## src/hw/rtl/utfd_pkg.sv

```systemverilog
// utfd_pkg: shared types, constants and helper functions of the UTF-8 decoder
// used by utfd_in_stage, utfd_decode, utfd_out_stage and the top level
// no dependencies
package utfd_pkg;

  // result status codes
  typedef enum logic [1:0] {
    ST_OK        = 2'd0,
    ST_MALFORMED = 2'd1,
    ST_NUL       = 2'd2,
    ST_EOS       = 2'd3
  } status_t;

  localparam int CpWidth  = 21;
  localparam int OutPosW  = 32;

  localparam logic [CpWidth-1:0] CpMax1Byte = 21'h00007F;
  localparam logic [CpWidth-1:0] CpMax2Byte = 21'h0007FF;
  localparam logic [CpWidth-1:0] CpMax3Byte = 21'h00FFFF;
  localparam logic [CpWidth-1:0] CpMaxValid = 21'h10FFFF;
  localparam logic [CpWidth-1:0] CpSurrLow  = 21'h00D800;
  localparam logic [CpWidth-1:0] CpSurrHigh = 21'h00DFFF;
  localparam logic [CpWidth-1:0] CpNewline  = 21'h00000A;

  // one result transaction as it moves from the decoder to the output register
  typedef struct packed {
    logic               valid;
    logic [CpWidth-1:0] code_point;
    status_t            status;
    logic [OutPosW-1:0] line_number;
    logic [OutPosW-1:0] column_number;
  } result_t;

  // sequence length announced by a leader byte, zero for a bad leader
  function automatic logic [2:0] lead_length(input logic [7:0] b);
    logic [2:0] len;
    len = 3'd0;
    if (b[7] == 1'b0) begin
      len = 3'd1;
    end else if (b[7:5] == 3'b110) begin
      len = 3'd2;
    end else if (b[7:4] == 4'b1110) begin
      len = 3'd3;
    end else if (b[7:3] == 5'b11110) begin
      len = 3'd4;
    end
    return len;
  endfunction

  // payload bits carried by a leader byte
  function automatic logic [CpWidth-1:0] lead_bits(input logic [7:0] b);
    logic [CpWidth-1:0] v;
    v = '0;
    if (b[7] == 1'b0) begin
      v = {13'd0, b};
    end else if (b[7:5] == 3'b110) begin
      v = {16'd0, b[4:0]};
    end else if (b[7:4] == 4'b1110) begin
      v = {17'd0, b[3:0]};
    end else begin
      v = {18'd0, b[2:0]};
    end
    return v;
  endfunction

  // length of the shortest encoding of a value
  function automatic logic [2:0] shortest_length(input logic [CpWidth-1:0] cp);
    logic [2:0] len;
    if (cp <= CpMax1Byte) begin
      len = 3'd1;
    end else if (cp <= CpMax2Byte) begin
      len = 3'd2;
    end else if (cp <= CpMax3Byte) begin
      len = 3'd3;
    end else begin
      len = 3'd4;
    end
    return len;
  endfunction

endpackage

```

## src/hw/rtl/utfd_in_stage.sv

```systemverilog
// utfd_in_stage: input register holding one byte transaction for the decoder
// depends on utfd_pkg (no shared items used beyond the house import)
module utfd_in_stage (
  input  logic       clk,
  input  logic       rst_n,
  input  logic       in_valid,
  output logic       in_ready,
  input  logic [7:0] in_data_byte,
  input  logic       in_end_of_stream,
  input  logic       step,
  output logic       held_valid,
  output logic [7:0] held_byte,
  output logic       held_eos
);
  import utfd_pkg::*;

  logic       valid_r, valid_nxt;
  logic [7:0] byte_r;
  logic       eos_r;

  // free when empty or when the held transaction is consumed this cycle
  assign in_ready = !valid_r || step;

  always_comb begin
    valid_nxt = valid_r;
    if (in_valid && in_ready) begin
      valid_nxt = 1'b1;
    end else if (step) begin
      valid_nxt = 1'b0;
    end
  end

  always_ff @(posedge clk) begin
    if (!rst_n) begin
      valid_r <= 1'b0;
    end else begin
      valid_r <= valid_nxt;
    end
  end

  // payload capture
  always_ff @(posedge clk) begin
    if (in_valid && in_ready) begin
      byte_r <= in_data_byte;
      eos_r  <= in_end_of_stream;
    end
  end

  assign held_valid = valid_r;
  assign held_byte  = byte_r;
  assign held_eos   = eos_r;

endmodule

```

## src/hw/rtl/utfd_decode.sv

```systemverilog
// utfd_decode: sequence state, position counters and single-pass decode logic
// depends on utfd_pkg for status codes, result type and leader helpers
module utfd_decode #(
  parameter int POSITION_WIDTH = 32
) (
  input  logic              clk,
  input  logic              rst_n,
  input  logic              step,
  input  logic [7:0]        data_byte,
  input  logic              end_of_stream,
  output utfd_pkg::result_t res
);
  import utfd_pkg::*;

  localparam logic [POSITION_WIDTH-1:0] PosOne = POSITION_WIDTH'(1);
  localparam logic [POSITION_WIDTH-1:0] PosMax = '1;

  logic [2:0]                exp_len_r, exp_len_nxt;
  logic [2:0]                seen_r, seen_nxt;
  logic [CpWidth-1:0]        pv_r, pv_nxt;
  logic [POSITION_WIDTH-1:0] line_r, line_nxt;
  logic [POSITION_WIDTH-1:0] col_r, col_nxt;

  logic [2:0]                lead_len;
  logic [CpWidth-1:0]        cont_pv;
  logic                      fin;
  logic [CpWidth-1:0]        fin_cp;
  logic [2:0]                fin_len;
  logic                      bad_value;
  logic [POSITION_WIDTH+OutPosW-1:0] line_ext, col_ext;

  assign lead_len = lead_length(data_byte);
  assign cont_pv  = {pv_r[CpWidth-7:0], data_byte[5:0]};
  assign line_ext = {{OutPosW{1'b0}}, line_r};
  assign col_ext  = {{OutPosW{1'b0}}, col_r};

  // decode the held byte against the pending sequence
  always_comb begin
    exp_len_nxt = exp_len_r;
    seen_nxt    = seen_r;
    pv_nxt      = pv_r;
    line_nxt    = line_r;
    col_nxt     = col_r;
    fin         = 1'b0;
    fin_cp      = '0;
    fin_len     = 3'd0;
    bad_value   = 1'b0;
    res.valid         = 1'b0;
    res.code_point    = '0;
    res.status        = ST_OK;
    res.line_number   = line_ext[OutPosW-1:0];
    res.column_number = col_ext[OutPosW-1:0];

    if (end_of_stream) begin
      // truncated sequence or plain end of stream
      res.valid   = 1'b1;
      res.status  = (exp_len_r != 3'd0) ? ST_MALFORMED : ST_EOS;
      exp_len_nxt = 3'd0;
      seen_nxt    = 3'd0;
      pv_nxt      = '0;
    end else if (exp_len_r == 3'd0) begin
      // leader byte
      if (lead_len == 3'd0) begin
        res.valid  = 1'b1;
        res.status = ST_MALFORMED;
        pv_nxt     = '0;
      end else if (lead_len == 3'd1) begin
        fin     = 1'b1;
        fin_cp  = lead_bits(data_byte);
        fin_len = 3'd1;
      end else begin
        exp_len_nxt = lead_len;
        seen_nxt    = 3'd1;
        pv_nxt      = lead_bits(data_byte);
      end
    end else if (data_byte[7:6] != 2'b10) begin
      // bad continuation, consumed with the partial sequence
      res.valid   = 1'b1;
      res.status  = ST_MALFORMED;
      exp_len_nxt = 3'd0;
      seen_nxt    = 3'd0;
      pv_nxt      = '0;
    end else if ((seen_r + 3'd1) >= exp_len_r) begin
      fin     = 1'b1;
      fin_cp  = cont_pv;
      fin_len = exp_len_r;
    end else begin
      pv_nxt   = cont_pv;
      seen_nxt = seen_r + 3'd1;
    end

    // complete sequence checks and position update
    if (fin) begin
      exp_len_nxt = 3'd0;
      seen_nxt    = 3'd0;
      pv_nxt      = '0;
      bad_value   = (fin_cp > CpMaxValid)
                 || ((fin_cp >= CpSurrLow) && (fin_cp <= CpSurrHigh))
                 || (fin_len != shortest_length(fin_cp));
      res.valid = 1'b1;
      if (bad_value) begin
        res.status = ST_MALFORMED;
      end else if (fin_cp == '0) begin
        res.status = ST_NUL;
      end else begin
        res.status     = ST_OK;
        res.code_point = fin_cp;
        if (fin_cp == CpNewline) begin
          if (line_r != PosMax) begin
            line_nxt = line_r + PosOne;
          end
          col_nxt = PosOne;
        end else if (col_r != PosMax) begin
          col_nxt = col_r + PosOne;
        end
      end
    end
  end

  // state registers, advanced on a decode step
  always_ff @(posedge clk) begin
    if (!rst_n) begin
      exp_len_r <= 3'd0;
      seen_r    <= 3'd0;
      pv_r      <= '0;
      line_r    <= PosOne;
      col_r     <= PosOne;
    end else if (step) begin
      exp_len_r <= exp_len_nxt;
      seen_r    <= seen_nxt;
      pv_r      <= pv_nxt;
      line_r    <= line_nxt;
      col_r     <= col_nxt;
    end
  end

`ifndef SYNTH
  // no bytes counted without a pending sequence
  a_idle_clear: assert property (@(posedge clk) disable iff (!rst_n)
    (exp_len_r == 3'd0) |-> (seen_r == 3'd0 && pv_r == '0))
    else $error("idle sequence state not clear");

  // a pending sequence is never already complete
  a_pending_short: assert property (@(posedge clk) disable iff (!rst_n)
    (exp_len_r != 3'd0) |-> (seen_r != 3'd0 && seen_r < exp_len_r && exp_len_r <= 3'd4))
    else $error("pending sequence count out of range");

  // error results carry no code point
  a_err_zero_cp: assert property (@(posedge clk) disable iff (!rst_n)
    (step && res.valid && res.status != ST_OK) |-> (res.code_point == '0))
    else $error("error result with nonzero code point");

  // ok results are scalar values
  a_ok_scalar: assert property (@(posedge clk) disable iff (!rst_n)
    (step && res.valid && res.status == ST_OK) |->
      (res.code_point != '0 && res.code_point <= CpMaxValid
       && (res.code_point < CpSurrLow || res.code_point > CpSurrHigh)))
    else $error("ok result outside scalar range");

  // the column only moves on an ok result
  a_col_moves_on_ok: assert property (@(posedge clk) disable iff (!rst_n)
    (col_r != $past(col_r)) |-> $past(step && res.valid && res.status == ST_OK))
    else $error("column changed without an ok result");
`endif

endmodule

```

## src/hw/rtl/utfd_out_stage.sv

```systemverilog
// utfd_out_stage: result register feeding the out_ channel
// depends on utfd_pkg for the result type
module utfd_out_stage (
  input  logic              clk,
  input  logic              rst_n,
  input  logic              load,
  input  utfd_pkg::result_t res,
  output logic              out_valid,
  input  logic              out_ready,
  output logic [20:0]       out_code_point,
  output logic [1:0]        out_status,
  output logic [31:0]       out_line_number,
  output logic [31:0]       out_column_number
);
  import utfd_pkg::*;

  logic    valid_r, valid_nxt;
  result_t res_r;

  // set on load, cleared when the held transaction is taken
  always_comb begin
    valid_nxt = valid_r;
    if (load) begin
      valid_nxt = 1'b1;
    end else if (out_ready) begin
      valid_nxt = 1'b0;
    end
  end

  always_ff @(posedge clk) begin
    if (!rst_n) begin
      valid_r <= 1'b0;
    end else begin
      valid_r <= valid_nxt;
    end
  end

  // payload capture
  always_ff @(posedge clk) begin
    if (load) begin
      res_r <= res;
    end
  end

  assign out_valid         = valid_r;
  assign out_code_point    = res_r.code_point;
  assign out_status        = res_r.status;
  assign out_line_number   = res_r.line_number;
  assign out_column_number = res_r.column_number;

endmodule

```

## src/hw/rtl/utf8_decoder_with_position.sv

```systemverilog
// utf8_decoder_with_position: top level of the UTF-8 decoder with line/column tracking
// depends on utfd_pkg, utfd_in_stage, utfd_decode and utfd_out_stage
//
// Usage:
//   in_ channel: one byte per transaction (in_data_byte), or an end-of-stream
//   marker (in_end_of_stream high, byte ignored). out_ channel: at most one
//   result per input transaction with code point, status (ok, malformed, nul,
//   end of stream) and the line and column where the character starts.
//   Bytes inside a multi-byte sequence give no result until it completes.
//   A result reaches out_ through two registers: the input register holds the
//   accepted byte, then its decode is loaded into the result register.
//   Throughput: one byte per cycle, set by the single-pass decode between the
//   input register and the result register; in_ready stays high while the
//   result register is empty or being drained, and bytes that give no
//   result pass even while a result waits.
//   Stall: when out_ready is low with a result held, a byte whose decode
//   gives a result waits in the input register and in_ready drops.
//   Reset (rst_n low, synchronous): both registers empty, no sequence
//   pending, line and column set to 1. Position counters saturate at the
//   POSITION_WIDTH maximum; out_ ports carry their low 32 bits.
module utf8_decoder_with_position #(
  parameter int POSITION_WIDTH = 32
) (
  input  logic        clk,
  input  logic        rst_n,
  input  logic        in_valid,
  output logic        in_ready,
  input  logic [7:0]  in_data_byte,
  input  logic        in_end_of_stream,
  output logic        out_valid,
  input  logic        out_ready,
  output logic [20:0] out_code_point,
  output logic [1:0]  out_status,
  output logic [31:0] out_line_number,
  output logic [31:0] out_column_number
);
  import utfd_pkg::*;

  logic       held_valid;
  logic [7:0] held_byte;
  logic       held_eos;
  logic       step;
  result_t    res;

  // decode the held byte when its result, if any, has room
  assign step = held_valid && (!res.valid || !out_valid || out_ready);

  utfd_in_stage u_in (
    .clk              (clk),
    .rst_n            (rst_n),
    .in_valid         (in_valid),
    .in_ready         (in_ready),
    .in_data_byte     (in_data_byte),
    .in_end_of_stream (in_end_of_stream),
    .step             (step),
    .held_valid       (held_valid),
    .held_byte        (held_byte),
    .held_eos         (held_eos)
  );

  utfd_decode #(
    .POSITION_WIDTH (POSITION_WIDTH)
  ) u_dec (
    .clk           (clk),
    .rst_n         (rst_n),
    .step          (step),
    .data_byte     (held_byte),
    .end_of_stream (held_eos),
    .res           (res)
  );

  utfd_out_stage u_out (
    .clk               (clk),
    .rst_n             (rst_n),
    .load              (step && res.valid),
    .res               (res),
    .out_valid         (out_valid),
    .out_ready         (out_ready),
    .out_code_point    (out_code_point),
    .out_status        (out_status),
    .out_line_number   (out_line_number),
    .out_column_number (out_column_number)
  );

`ifndef SYNTH
  // a result never overwrites one that is still waiting
  a_no_overwrite: assert property (@(posedge clk) disable iff (!rst_n)
    (step && res.valid) |-> (!out_valid || out_ready))
    else $error("result register overwritten");

  // the decoder only steps on a held transaction
  a_step_held: assert property (@(posedge clk) disable iff (!rst_n)
    step |-> held_valid)
    else $error("decode step without held byte");

  // an end-of-stream marker always produces a result
  a_eos_result: assert property (@(posedge clk) disable iff (!rst_n)
    (step && held_eos) |=> out_valid)
    else $error("end of stream produced no result");
`endif

endmodule
```

## config.mk

```make
export PLATFORM = sky130hd
export DESIGN_NAME = utf8_decoder_with_position
export DESIGN_NICKNAME = d
export VERILOG_FILES = /design/src/hw/rtl/utfd_pkg.sv /design/src/hw/rtl/utfd_in_stage.sv /design/src/hw/rtl/utfd_decode.sv /design/src/hw/rtl/utfd_out_stage.sv /design/src/hw/rtl/utf8_decoder_with_position.sv
export SDC_FILE = /design/constraint.sdc
export NUM_CORES = 1
export LEC_CHECK = 0
export BUFFER_PORTS_ARGS = -buffer_cell sky130_fd_sc_hd__buf_2
export CORE_UTILIZATION = 51
export CTS_CLUSTER_SIZE = 10
export DETAILED_ROUTE_END_ITERATION = 10
export PLACE_DENSITY = 0.73
export SLEW_MARGIN = 20
export SYNTH_ARGS = -nofsm -noshare
export SYNTH_HDL_FRONTEND = slang
export SYNTH_SLANG_ARGS = --single-unit
```

## constraint.sdc

```tcl
create_clock -name clk -period 7.06 [get_ports clk]
set_input_delay 1.059 -clock clk [delete_from_list [all_inputs] [get_ports clk]]
set_output_delay 1.059 -clock clk [all_outputs]
set_load 0.05 [all_outputs]
```

-- Word level (Yosys, flattened, before mapping)
Cells that the tools add are included.
- bits in registers: 183
- output and inout port bits: 89
- bits of input ports: 13
- logic and storage cells: 134
- reduce and logical (&&, ||, !) cells: 26
- muxes and demuxes: 69
- order comparisons: 7
- $add $sub $neg: 3
- equal/unequal tests: 13
- bitwise logic cells: 3
- operators by type and width (cell ; count):
    $mux 21 ; 10
    $mux 15 ; 7
    $mux 3 ; 26
    $add 32x1->32 const B ; 2
    $mux 32 ; 2
    $ne 32x32->1 const B ; 2
    $le 21x16->1 const B ; 2
    $mux 24 ; 1
    $eq 21x4->1 const B ; 1
    $ge 21x16->1 const B ; 1
    $gt 21x21->1 const B ; 1
    $le 21x11->1 const B ; 1
    $le 21x7->1 const B ; 1
    $logic_not 21->1 ; 1
    $mux 1 ; 17
    $mux 2 ; 5
    $ne 4x3->1 const B ; 2
    $reduce_and 4->1 ; 2
    $logic_not 3->1 ; 2
    $reduce_and 6->1 ; 1
    $reduce_bool 2->1 ; 3
    $eq 5x5->1 const B ; 1
    $logic_or 1x1->1 ; 5
    $ne 5x2->1 const B ; 1
    17 further kinds ; 24

-- Depth between registers and ports, before layout
Gate-level depths: netlist (run 1).
- depth in word-level cells: 26
- mapped depth: 14
- depth with buffers taken out: 10

-- Cells and area by module
A second synthesis (run 1) with hierarchy kept.
- cell total of the unflattened synthesis: 713
- area, all modules: 7761.2 µm²
- modules (own cells, without submodules) (module ; cells an instance ; area each (µm²) ; seq. area each (µm²) ; times used):
    utfd_decode ; 605 ; 4747.1 ; 1701.6 ; 1
    utfd_out_stage ; 90 ; 2653.8 ; 2632.5 ; 1
    utfd_in_stage ; 14 ; 327.8 ; 290.3 ; 1
    utf8_decoder_with_position ; 4 ; 32.5 ; 0.0 ; 1

-- Worst setup path before layout (run 1)
Ideal clock, no wire load.
- path type: reg-to-reg
- start point: register u_dec.seen_r[0]
- end point: register u_out.res_r, in the netlist u_out.out_code_point[0], enable pin
- stages on the path, launching flop included: 11
- data arrival time: 5.717 ns
- buffers on the path: 2
- setup slack: 0.809 ns
- cell sequence: dfxtp_1 > ha_1 > xor2_1 > ha_1 > a21oi_1 > o21ai_0 > o31a_1 > or2_1 > clkbuf_1 > clkbuf_1 > nor2_1
- cells in the longest elaborated chain, start to end: 12
- RTL lines (item ; RTL line ; RTL):
    start, declared ; utfd_decode.sv:19 ; logic [2:0] seen_r, seen_nxt;
    start signal, assigned ; utfd_decode.sv:130 ; seen_r <= seen_nxt;
    $add 3x1->3 (*) ; utfd_decode.sv:83 ; end else if ((seen_r + 3'd1) >= exp_len_r) begin
    $ge 3x3->1 (*) ; utfd_decode.sv:83 ;
    $mux 1 (*) ; utfd_decode.sv:83 ;
    $mux 1 (*) ; utfd_decode.sv:76 ; end else if (data_byte[7:6] != 2'b10) begin
    $mux 1 (*) ; utfd_decode.sv:61 ; end else if (exp_len_r == 3'd0) begin
    $mux 1 (*) ; utfd_decode.sv:54 ; if (end_of_stream) begin
    $mux 24 (*) ; utfd_decode.sv:93 ; if (fin) begin
    $logic_not 1->1 ; utf8_decoder_with_position.sv:46 ; assign step = held_valid && (!res.valid || !out_valid || out_ready);
    $logic_or 1x1->1 (2 in a row) ; utf8_decoder_with_position.sv:46 ;
    $logic_and 1x1->1 ; utf8_decoder_with_position.sv:46 ;
    $logic_and 1x1->1 (*) ; utf8_decoder_with_position.sv:75 ; .load (step && res.valid),
    net u_out.load ; utfd_out_stage.sv:6 ; input logic load,
    end signal, assigned ; utfd_out_stage.sv:41 ; res_r <= res;
    end, declared ; utfd_out_stage.sv:18 ; result_t res_r;
The timed path passes the listed nets; every way through them passes the cells marked *.
A chain may end at the register's enable or synchronous reset.

-- Worst setup path after layout (run 1)
- start point: register u_dec.seen_r[0]
- end point: output port in_ready
- cells in the longest elaborated chain, start to end: 12
- RTL lines (item ; RTL line ; RTL):
    $add 3x1->3 ; utfd_decode.sv:83 ;
    $ge 3x3->1 ; utfd_decode.sv:83 ;
    $mux 1 ; utfd_decode.sv:83 ;
    $mux 1 ; utfd_decode.sv:76 ;
    $mux 1 ; utfd_decode.sv:61 ;
    $mux 1 ; utfd_decode.sv:54 ;
    $mux 24 ; utfd_decode.sv:93 ;
    $logic_not 1->1 ; utf8_decoder_with_position.sv:46 ;
    $logic_or 1x1->1 (2 in a row) ; utf8_decoder_with_position.sv:46 ;
    $logic_and 1x1->1 ; utf8_decoder_with_position.sv:46 ;
    $logic_or 1x1->1 ; utfd_in_stage.sv:22 ; assign in_ready = !valid_r || step;
    end, declared ; utf8_decoder_with_position.sv:27 ; output logic in_ready,
No other way between the ends.

==> results by group, run 1 <==
Cells and area
  • Antenna fix cells: 0
  • Filler cells: 1239
  • Fraction of layout instances using a drive strength above 1: a little under a fifth
  • Number of nets in the final layout: 861
  • Number of standard cells in the final layout excluding fillers: 1066
  • Area delta synth->final: 16.0%
  • Final design area excluding fillers: 0.00943 mm^2

Timing
  • Setup-violating endpoint count in the final report: 0
  • Final clock skew: 0.00962 ns
  • Minimum setup slack in the final design: ~2.7 ns
  • Number of pins with negative max-slew slack in the final report: 0
  • Setup_tns: 0 ns
  • Fin. Hold Viols: 0
  • Actual transition at the worst max-transition pin: 1.16 ns
  • Fraction of the cycle the final worst path needs: 62.1%
  • Max_slew headroom: 21.8%
  • Fmax: roughly 230 MHz
  • Post-route minimum period: 4.39 ns
  • Setup repair after global routing missed its margin: no

Clock network
  • TritonCTS clock tree: built
  • Root cell of the clock tree: sky130_fd_sc_hd__clkbuf_16
  • Total clock sinks: 183
  • Number of H-tree levels: 4
  • Number of resized instances in the post-cts repair step: 0
  • Clock slew at the register clock pins of the worst setup and hold paths: 0.07 ns
  • Number of clock buffers inserted by TritonCTS: 17
  • Post-CTS setup buffer count: 0
  • Buffer levels on the longest clock path: 2
  • Clock network latency to the later pin of the worst-skew pair: 0.44 ns
  • Post-CTS Hold Buffers: 0

Global routing
  • GRT overflow: 0
  • Largest net degree at the start of global routing: 49
  • Vias in the first global route: 6068
  • Initial antenna violation count: 0
  • GRT Resource Usage Total: 23.5%
  • Global-route wire length before repair: 30100 um

Worst setup path
  • Worst-case register-to-register setup slack: 3.01 ns
  • Start-to-end type of the worst setup path: reg -> out
  • Largest fanout on the critical path: 12
  • Data required time of the critical path: 6.00 ns
  • Arrival time of the worst setup path: 3.33 ns
  • Worst reg2reg path endpoint: u_out.out_column_number[21]
  • Element type at the critical path start: register
  • Cell depth of the worst flop-to-flop path: 11
  • Beginning of the worst register-to-register path: u_dec.seen_r[0]
  • Capturing element type of the critical path: primary output

Route
  • Number of vias after detailed routing: 6615
  • Initial DRT Pass Iterations: 6
  • Vias per inst: about 6.2
  • Count of nets left with antenna violations after detail routing: 0
  • Number of design rule violations left after detail routing: 0
  • Mean routed wirelength per cell: 17.7 um
  • Iteration-0 DRC Markers: 619
  • Total length of routed wires: 18900 um

Power and ir drop
  • Overall power consumption: 2.31 mW
  • Reg power frac: 50.4%
  • PD cells: 245 mW/mm^2
  • Internal power: approximately 1.7 mW
  • Share of total power in combinational logic: slightly above 9%
  • IR drop worst, VDD: ~0.00017 V
  • Clock network fraction of total power: roughly two fifths
  • Standby leakage power: 3.07 nW
  • Sw power: 0.593 mW
  • Switching Fraction: 25.7%

Min path
  • Launch point of the worst hold path: u_dec.line_r[30]
  • Tightest Hold Check Type: reg -> reg
  • Hold path depth: 0
  • Worst hold path endpoint: u_out.out_line_number[30]

Logic synthesis
  • Number of warnings printed during yosys synthesis: 0
  • Instance count of the mapped netlist: 756
  • Most used DFF post-synth: sky130_fd_sc_hd__edfxtp_1
  • Net Count, Synth: 775
  • Most numerous cell in the Yosys netlist: sky130_fd_sc_hd__edfxtp_1
  • Most frequent cells after synthesis: sky130_fd_sc_hd__edfxtp_1 (96), sky130_fd_sc_hd__dfxtp_1 (87), sky130_fd_sc_hd__a21oi_1 (70)
  • Library cells used by synthesis: 63
  • Share of flip-flops with an asynchronous set or reset: 0%
  • Area share of the largest cell type after synthesis: 35.5%
  • Most area-hungry cell type in the Yosys netlist: sky130_fd_sc_hd__edfxtp_1
  • Flops & latches, synth: 183
  • Post-Syn Area: between 0.008 and 0.009 mm^2
  • Post-synthesis sequential area ratio: 56.9%
  • Number of synthesized flops with an enable pin: 96
  • Synth Area per Inst: 10.8 um^2
  • Top post-synthesis cells by area: sky130_fd_sc_hd__edfxtp_1 (35%), sky130_fd_sc_hd__dfxtp_1 (21%), sky130_fd_sc_hd__a21oi_1 (4.3%)

Placement
  • Number of placed instances, taps included: slightly above 1000
  • Total cell area at the placement stage: 0.00882 mm^2
  • Setup slack at placement: 2.67 ns
  • Post-detail-place hpwl: 12700 um
  • Final weighted congestion in routability-driven placement: 0.879
  • Number of port buffers: 101

Floorplanning
  • Die Wd: approximately 130 um
  • Initial Utilization: between 50% and 60%
  • I/O Pins: 102
  • Core Area: between 0.015 and 0.02 mm^2
  • Die ar.: 0.0164 mm^2
  • Die span in y: around 130 um
  • Cell Rows: 45

Outcome
  • Run status: finished, final reports clean

Flow run
  • Max Cap Violations: 0
-- per-layer routing --
metal | vias to the layer above | share of wire [%] | GRT usage, %
li1 | 3121 | - | -
met3 | 28 | 6.0 | 5.09
met4 | 0 | 1.6 | 8.44
met5 | - | 0 | 0
met2 | 255 | 47 | 36.7
met1 | 3211 | 45 | 32.1
-- worst max-delay path, stage by stage (launching register included) --
cell and delay (ns):
sky130_fd_sc_hd__dfxtp_1 0.34, sky130_fd_sc_hd__ha_1 0.25, sky130_fd_sc_hd__xor2_1 0.16, sky130_fd_sc_hd__ha_1 0.31
sky130_fd_sc_hd__a21oi_1 0.12, sky130_fd_sc_hd__o21ai_0 0.12, sky130_fd_sc_hd__buf_4 0.20, sky130_fd_sc_hd__or3_1 0.31
sky130_fd_sc_hd__a21oi_1 0.49, sky130_fd_sc_hd__nand2b_1 0.20, sky130_fd_sc_hd__or2_2 0.13, sky130_fd_sc_hd__buf_2 0.25
-- logic make-up after synthesis --
group                      after synthesis  synth area share [%]
xor gates and xnor gates                 1                 0.108
adders and majority gates                6                 0.923
AOI/OAI and AO/OA                      155                  12.5
DFF                                    183                  56.9
muxes                                   20                  2.46
buffers and inverters                   55                  2.89
and+or+nand+nor                        336                  24.2
-- power groups by stage --
stage	clock, mW	combinational [mW]	sequential, mW
after detailed placement	0	0.209	1.19
after floorplan	0	0.0681	1.28
final	0.933	0.211	1.16
after global routing	0.987	0.223	1.17
after global placement	0	0.203	1.19
after CTS	0.942	0.209	1.16
-- flip-flops by register name (all words and copies together), names as in the netlist --
| register | count |
|---|---|
| u_dec.col_r | 32 |
| u_dec.exp_len_r | 3 |
| u_dec.line_r | 32 |
| u_dec.pv_r | 15 |
| u_dec.seen_r | 3 |
| u_in.held_byte | 8 |
| u_in.held_eos | 1 |
| u_in.held_valid | 1 |
| u_out.out_code_point | 21 |
| u_out.out_column_number | 32 |
| u_out.out_line_number | 32 |
| u_out.out_status | 2 |
| u_out.out_valid | 1 |
-- per-stage QoR --
stage / hold WS (ns) / utilization, %
finish: 0.479 / 61.4
CTS: 0.478 / 61.2
global placement: 0.454 / 57.2
detailed placement: 0.463 / 57.4
floorplan: 0.436 / -
global route: 0.497 / 61.4
-- area by class of cell --
cell class | instances | area, um^2 | area share (%)
Clock buffer | 18 | 429 | 4.55
Clock inverter | 14 | 153 | 1.62
Inverter | 9 | 33.8 | 0.358
Multi-Input combinational cell | 518 | 3290 | 34.9
Sequential cell | 183 | 4620 | 49.0
Tap cell | 211 | 264 | 2.80
Timing Repair Buffer | 113 | 636 | 6.74
-- how the worst max path moves through the flow --
stage               startpoint                          end  slack [ns]  cells after the start
6_report       u_dec.seen_r[0]                     in_ready        2.67                     11
3_3_place_gp   u_dec.seen_r[0]  u_out.out_column_number[25]        2.89                     10
2_1_floorplan  u_dec.seen_r[0]      u_out.out_code_point[0]        0.81                     10
5_1_grt        u_dec.seen_r[0]                     in_ready        2.35                     11
4_1_cts        u_dec.seen_r[0]  u_out.out_column_number[31]        2.65                     10
3_5_place_dp   u_dec.seen_r[0]  u_out.out_column_number[26]        2.67                     10
-- layout by cell type, fill, tap and decap left out, drive strengths merged, types with 22 or more instances in the layout --
cell type	count
or4	42
nand4	22
nor2	25
and2	24
o31ai	37
nand3	58
dfxtp	87
nand2	52
buf	113
edfxtp	96
a21oi	70
nor3	22
Note: power is estimated with default switching activity, not from simulation.
==> run 2, diff against run 1 <==
--- a/config.mk
+++ b/config.mk
@@ -9,7 +9,7 @@
 export CORE_UTILIZATION = 51
 export CTS_CLUSTER_SIZE = 10
 export DETAILED_ROUTE_END_ITERATION = 10
-export PLACE_DENSITY = 0.73
+export PLACE_DENSITY = 0.75
 export SLEW_MARGIN = 20
 export SYNTH_ARGS = -nofsm -noshare
 export SYNTH_HDL_FRONTEND = slang
==> constraint.sdc (replaced) <==
create_clock -name clk -period 3.9 [get_ports clk]
set_input_delay 0.585 -clock clk [delete_from_list [all_inputs] [get_ports clk]]
set_output_delay 0.585 -clock clk [all_outputs]
set_load 0.05 [all_outputs]
==> run 2 against run 1 <==
Net effect: sequential share of layout area fell by 0.14 points; sequential power grew 82%; largest power group unchanged; global-route usage is 0.21 points higher; clock power rose by 80%.
==> results by group, run 2 (synthesis gave the netlist of run 1 again) <==
Timing
  • Fmax: 277 MHz
  • Max_slew headroom: 31.1% (+9.3 points)
  • Setup repair after global routing missed its margin: no
  • Number of pins with negative max-slew slack in the final report: 0 (unchanged)
  • Actual transition at the worst max-transition pin: 1.03 ns (-0.132 ns)
  • Fraction of the cycle the final worst path needs: 92.7%
  • Setup-violating endpoint count in the final report: 0 (unchanged)
  • Setup_tns: 0 ns (unchanged)
  • Post-route minimum period: 3.61 ns
  • Fin. Hold Viols: 0 (unchanged)
  • Final clock skew: 0.00957 ns (-0.0000497 ns)

Global routing
  • Largest net degree at the start of global routing: 77 (+57%)
  • GRT Resource Usage Total: 23.7% (+0.21 points)
  • Global-route wire length before repair: 30400 um (+1.1%)
  • GRT overflow: 0 (unchanged)
  • Vias in the first global route: 5977 (-1.5%)
  • Initial antenna violation count: 0 (unchanged)

Clock network
  • Clock slew at the register clock pins of the worst setup and hold paths: 0.07 ns (about the same)
  • Number of H-tree levels: 4 (unchanged)
  • Root cell of the clock tree: sky130_fd_sc_hd__clkbuf_16
  • Number of resized instances in the post-cts repair step: 0 (unchanged)
  • Number of clock buffers inserted by TritonCTS: 17 (unchanged)
  • TritonCTS clock tree: built
  • Post-CTS Hold Buffers: 0 (unchanged)
  • Total clock sinks: 183 (unchanged)
  • Buffer levels on the longest clock path: 2 (unchanged)
  • Clock network latency to the later pin of the worst-skew pair: 0.43 ns (about the same)
  • Post-CTS setup buffer count: 0 (unchanged)

Floorplanning
  • I/O Pins: 102 (unchanged)
  • Cell Rows: 45 (unchanged)
  • Die span in y: 128 um (unchanged)
  • Initial Utilization: 52.9% (unchanged)
  • Die Wd: 128 um (unchanged)
  • Die ar.: 0.0164 mm^2 (unchanged)
  • Core Area: 0.0154 mm^2 (unchanged)

Flow run
  • Max Cap Violations: 0 (unchanged)

Power and ir drop
  • IR drop worst, VDD: 0.000290 V (+76%)
  • Standby leakage power: 3.10 nW (+1.0%)
  • PD cells: 441 mW/mm^2 (+80%)

Cells and area
  • Most common library cell in the layout ignoring fill and taps: sky130_fd_sc_hd__buf_2
  • Commonest cells after routing, fill and taps aside: sky130_fd_sc_hd__buf_2 (101), sky130_fd_sc_hd__edfxtp_1 (96), sky130_fd_sc_hd__dfxtp_1 (87)
  • Fraction of layout instances using a drive strength above 1: 19.5% (+0.64 points)
  • Antenna fix cells: 0 (unchanged)
  • Area delta synth->final: 16.4%
  • Filler cells: 1263 (+1.9%)
  • Number of nets in the final layout: 869 (+0.93%)
  • Finished Core Util: 61.5% (+0.18 points)

Worst setup path
  • Largest fanout on the critical path: 13 (+1)
  • Worst-case register-to-register setup slack: 0.31 ns (-2.70 ns)
  • Worst reg2reg path endpoint: u_dec.col_r[23]
  • Cell depth of the worst flop-to-flop path: 12 (+1)
  • Start-to-end type of the worst setup path: reg -> out
  • Arrival time of the worst setup path: 3.03 ns (-0.30 ns)
  • Beginning of the worst register-to-register path: u_dec.seen_r[0]
  • Element type at the critical path start: register
  • Data required time of the critical path: 3.31 ns (-2.69 ns)
  • Capturing element type of the critical path: primary output

Placement
  • Post-detail-place hpwl: 12800 um (+0.46%)
  • Final weighted congestion in routability-driven placement: 0.868 (-1.3%)
  • Number of port buffers: 101 (unchanged)

Route
  • Iteration-0 DRC Markers: 717 (+16%)
  • Total length of routed wires: 18800 um (-0.54%)
  • Count of nets left with antenna violations after detail routing: 0 (unchanged)
  • Mean routed wirelength per cell: 17.5 um (-1.3%)
  • Initial DRT Pass Iterations: 6 (unchanged)
  • Number of vias after detailed routing: 6612 (-0.045%)
  • Vias per inst: 6.16 (-0.79%)
  • Number of design rule violations left after detail routing: 0 (unchanged)

Min path
  • Hold path depth: 1 (+1)
  • Worst hold path endpoint: u_in.held_byte[4]
  • Launch point of the worst hold path: in_data_byte[4]
  • Tightest Hold Check Type: in -> reg

Outcome
  • Run status: finished, final reports clean
==> run 2: cell types whose count changed in the layout (fill, tap and decap cells not counted), moves of 2 or more <==
cell,change
sky130_fd_sc_hd__buf_4,+9
sky130_fd_sc_hd__buf_16,-2
sky130_fd_sc_hd__clkinv_4,-2
sky130_fd_sc_hd__inv_6,+2
==> run 2: cell type report <==
class / instances / area [um^2] / share of cell area (%)
Inverter: 9 / 33.8 / 0.357
Multi-Input combinational cell: 518 / 3290 / 34.8
Clock buffer: 19 / 433 / 4.58
Timing Repair Buffer: 121 / 668 / 7.06
Tap cell: 211 / 264 / 2.79
Sequential cell: 183 / 4620 / 48.9
Clock inverter: 13 / 146 / 1.55
==> run 2: routing by layer <==
layer  GRT usage, %  wire [um]
met1           32.6       8460
met2           37.2       8870
met3           4.55       1130
met4           8.58        308
met5              0          0
==> run 2: worst max path at each step <==
stage | end | slack, ns | startpoint
2_1_floorplan | u_out.out_code_point[0] | 0.08 | u_dec.seen_r[0]
3_3_place_gp | u_dec.exp_len_r[0] | 0.52 | u_dec.seen_r[0]
3_5_place_dp | u_dec.exp_len_r[0] | 0.41 | u_dec.seen_r[0]
4_1_cts | in_ready | 0.28 | u_dec.seen_r[0]
5_1_grt | u_dec.exp_len_r[0] | 0.05 | u_dec.seen_r[0]
6_report | in_ready | 0.29 | u_dec.seen_r[0]
==> run 2: critical path: stages (launching register included) <==
cell	delay [ns]
sky130_fd_sc_hd__dfxtp_1	0.40
sky130_fd_sc_hd__ha_1	0.23
sky130_fd_sc_hd__xor2_1	0.17
sky130_fd_sc_hd__ha_1	0.26
sky130_fd_sc_hd__a21oi_1	0.12
sky130_fd_sc_hd__o21ai_0	0.09
sky130_fd_sc_hd__buf_4	0.18
sky130_fd_sc_hd__or3_1	0.31
sky130_fd_sc_hd__a21oi_1	0.15
sky130_fd_sc_hd__buf_4	0.18
sky130_fd_sc_hd__nand2b_1	0.13
sky130_fd_sc_hd__or2_2	0.13
sky130_fd_sc_hd__buf_2	0.26
==> run 2: where the power goes <==
group          internal [mW]  switching, mW
registers               2.08         0.0269
logic                 0.0766          0.306
clock network          0.950          0.734
==> run 2: through the flow <==
stage          setup WS [ns]  power, mW  hold WS, ns  instances  area (um^2)
2_1_floorplan         0.0797       2.43        0.436        756         8140
3_3_place_gp           0.516       2.52        0.454       1042         8880
6_report               0.286       4.17        0.323       1074         9460
4_1_cts                0.280       4.19        0.311       1074         9460
5_1_grt               0.0527       4.30        0.312       1074         9460
3_5_place_dp           0.409       2.53        0.460       1042         8880
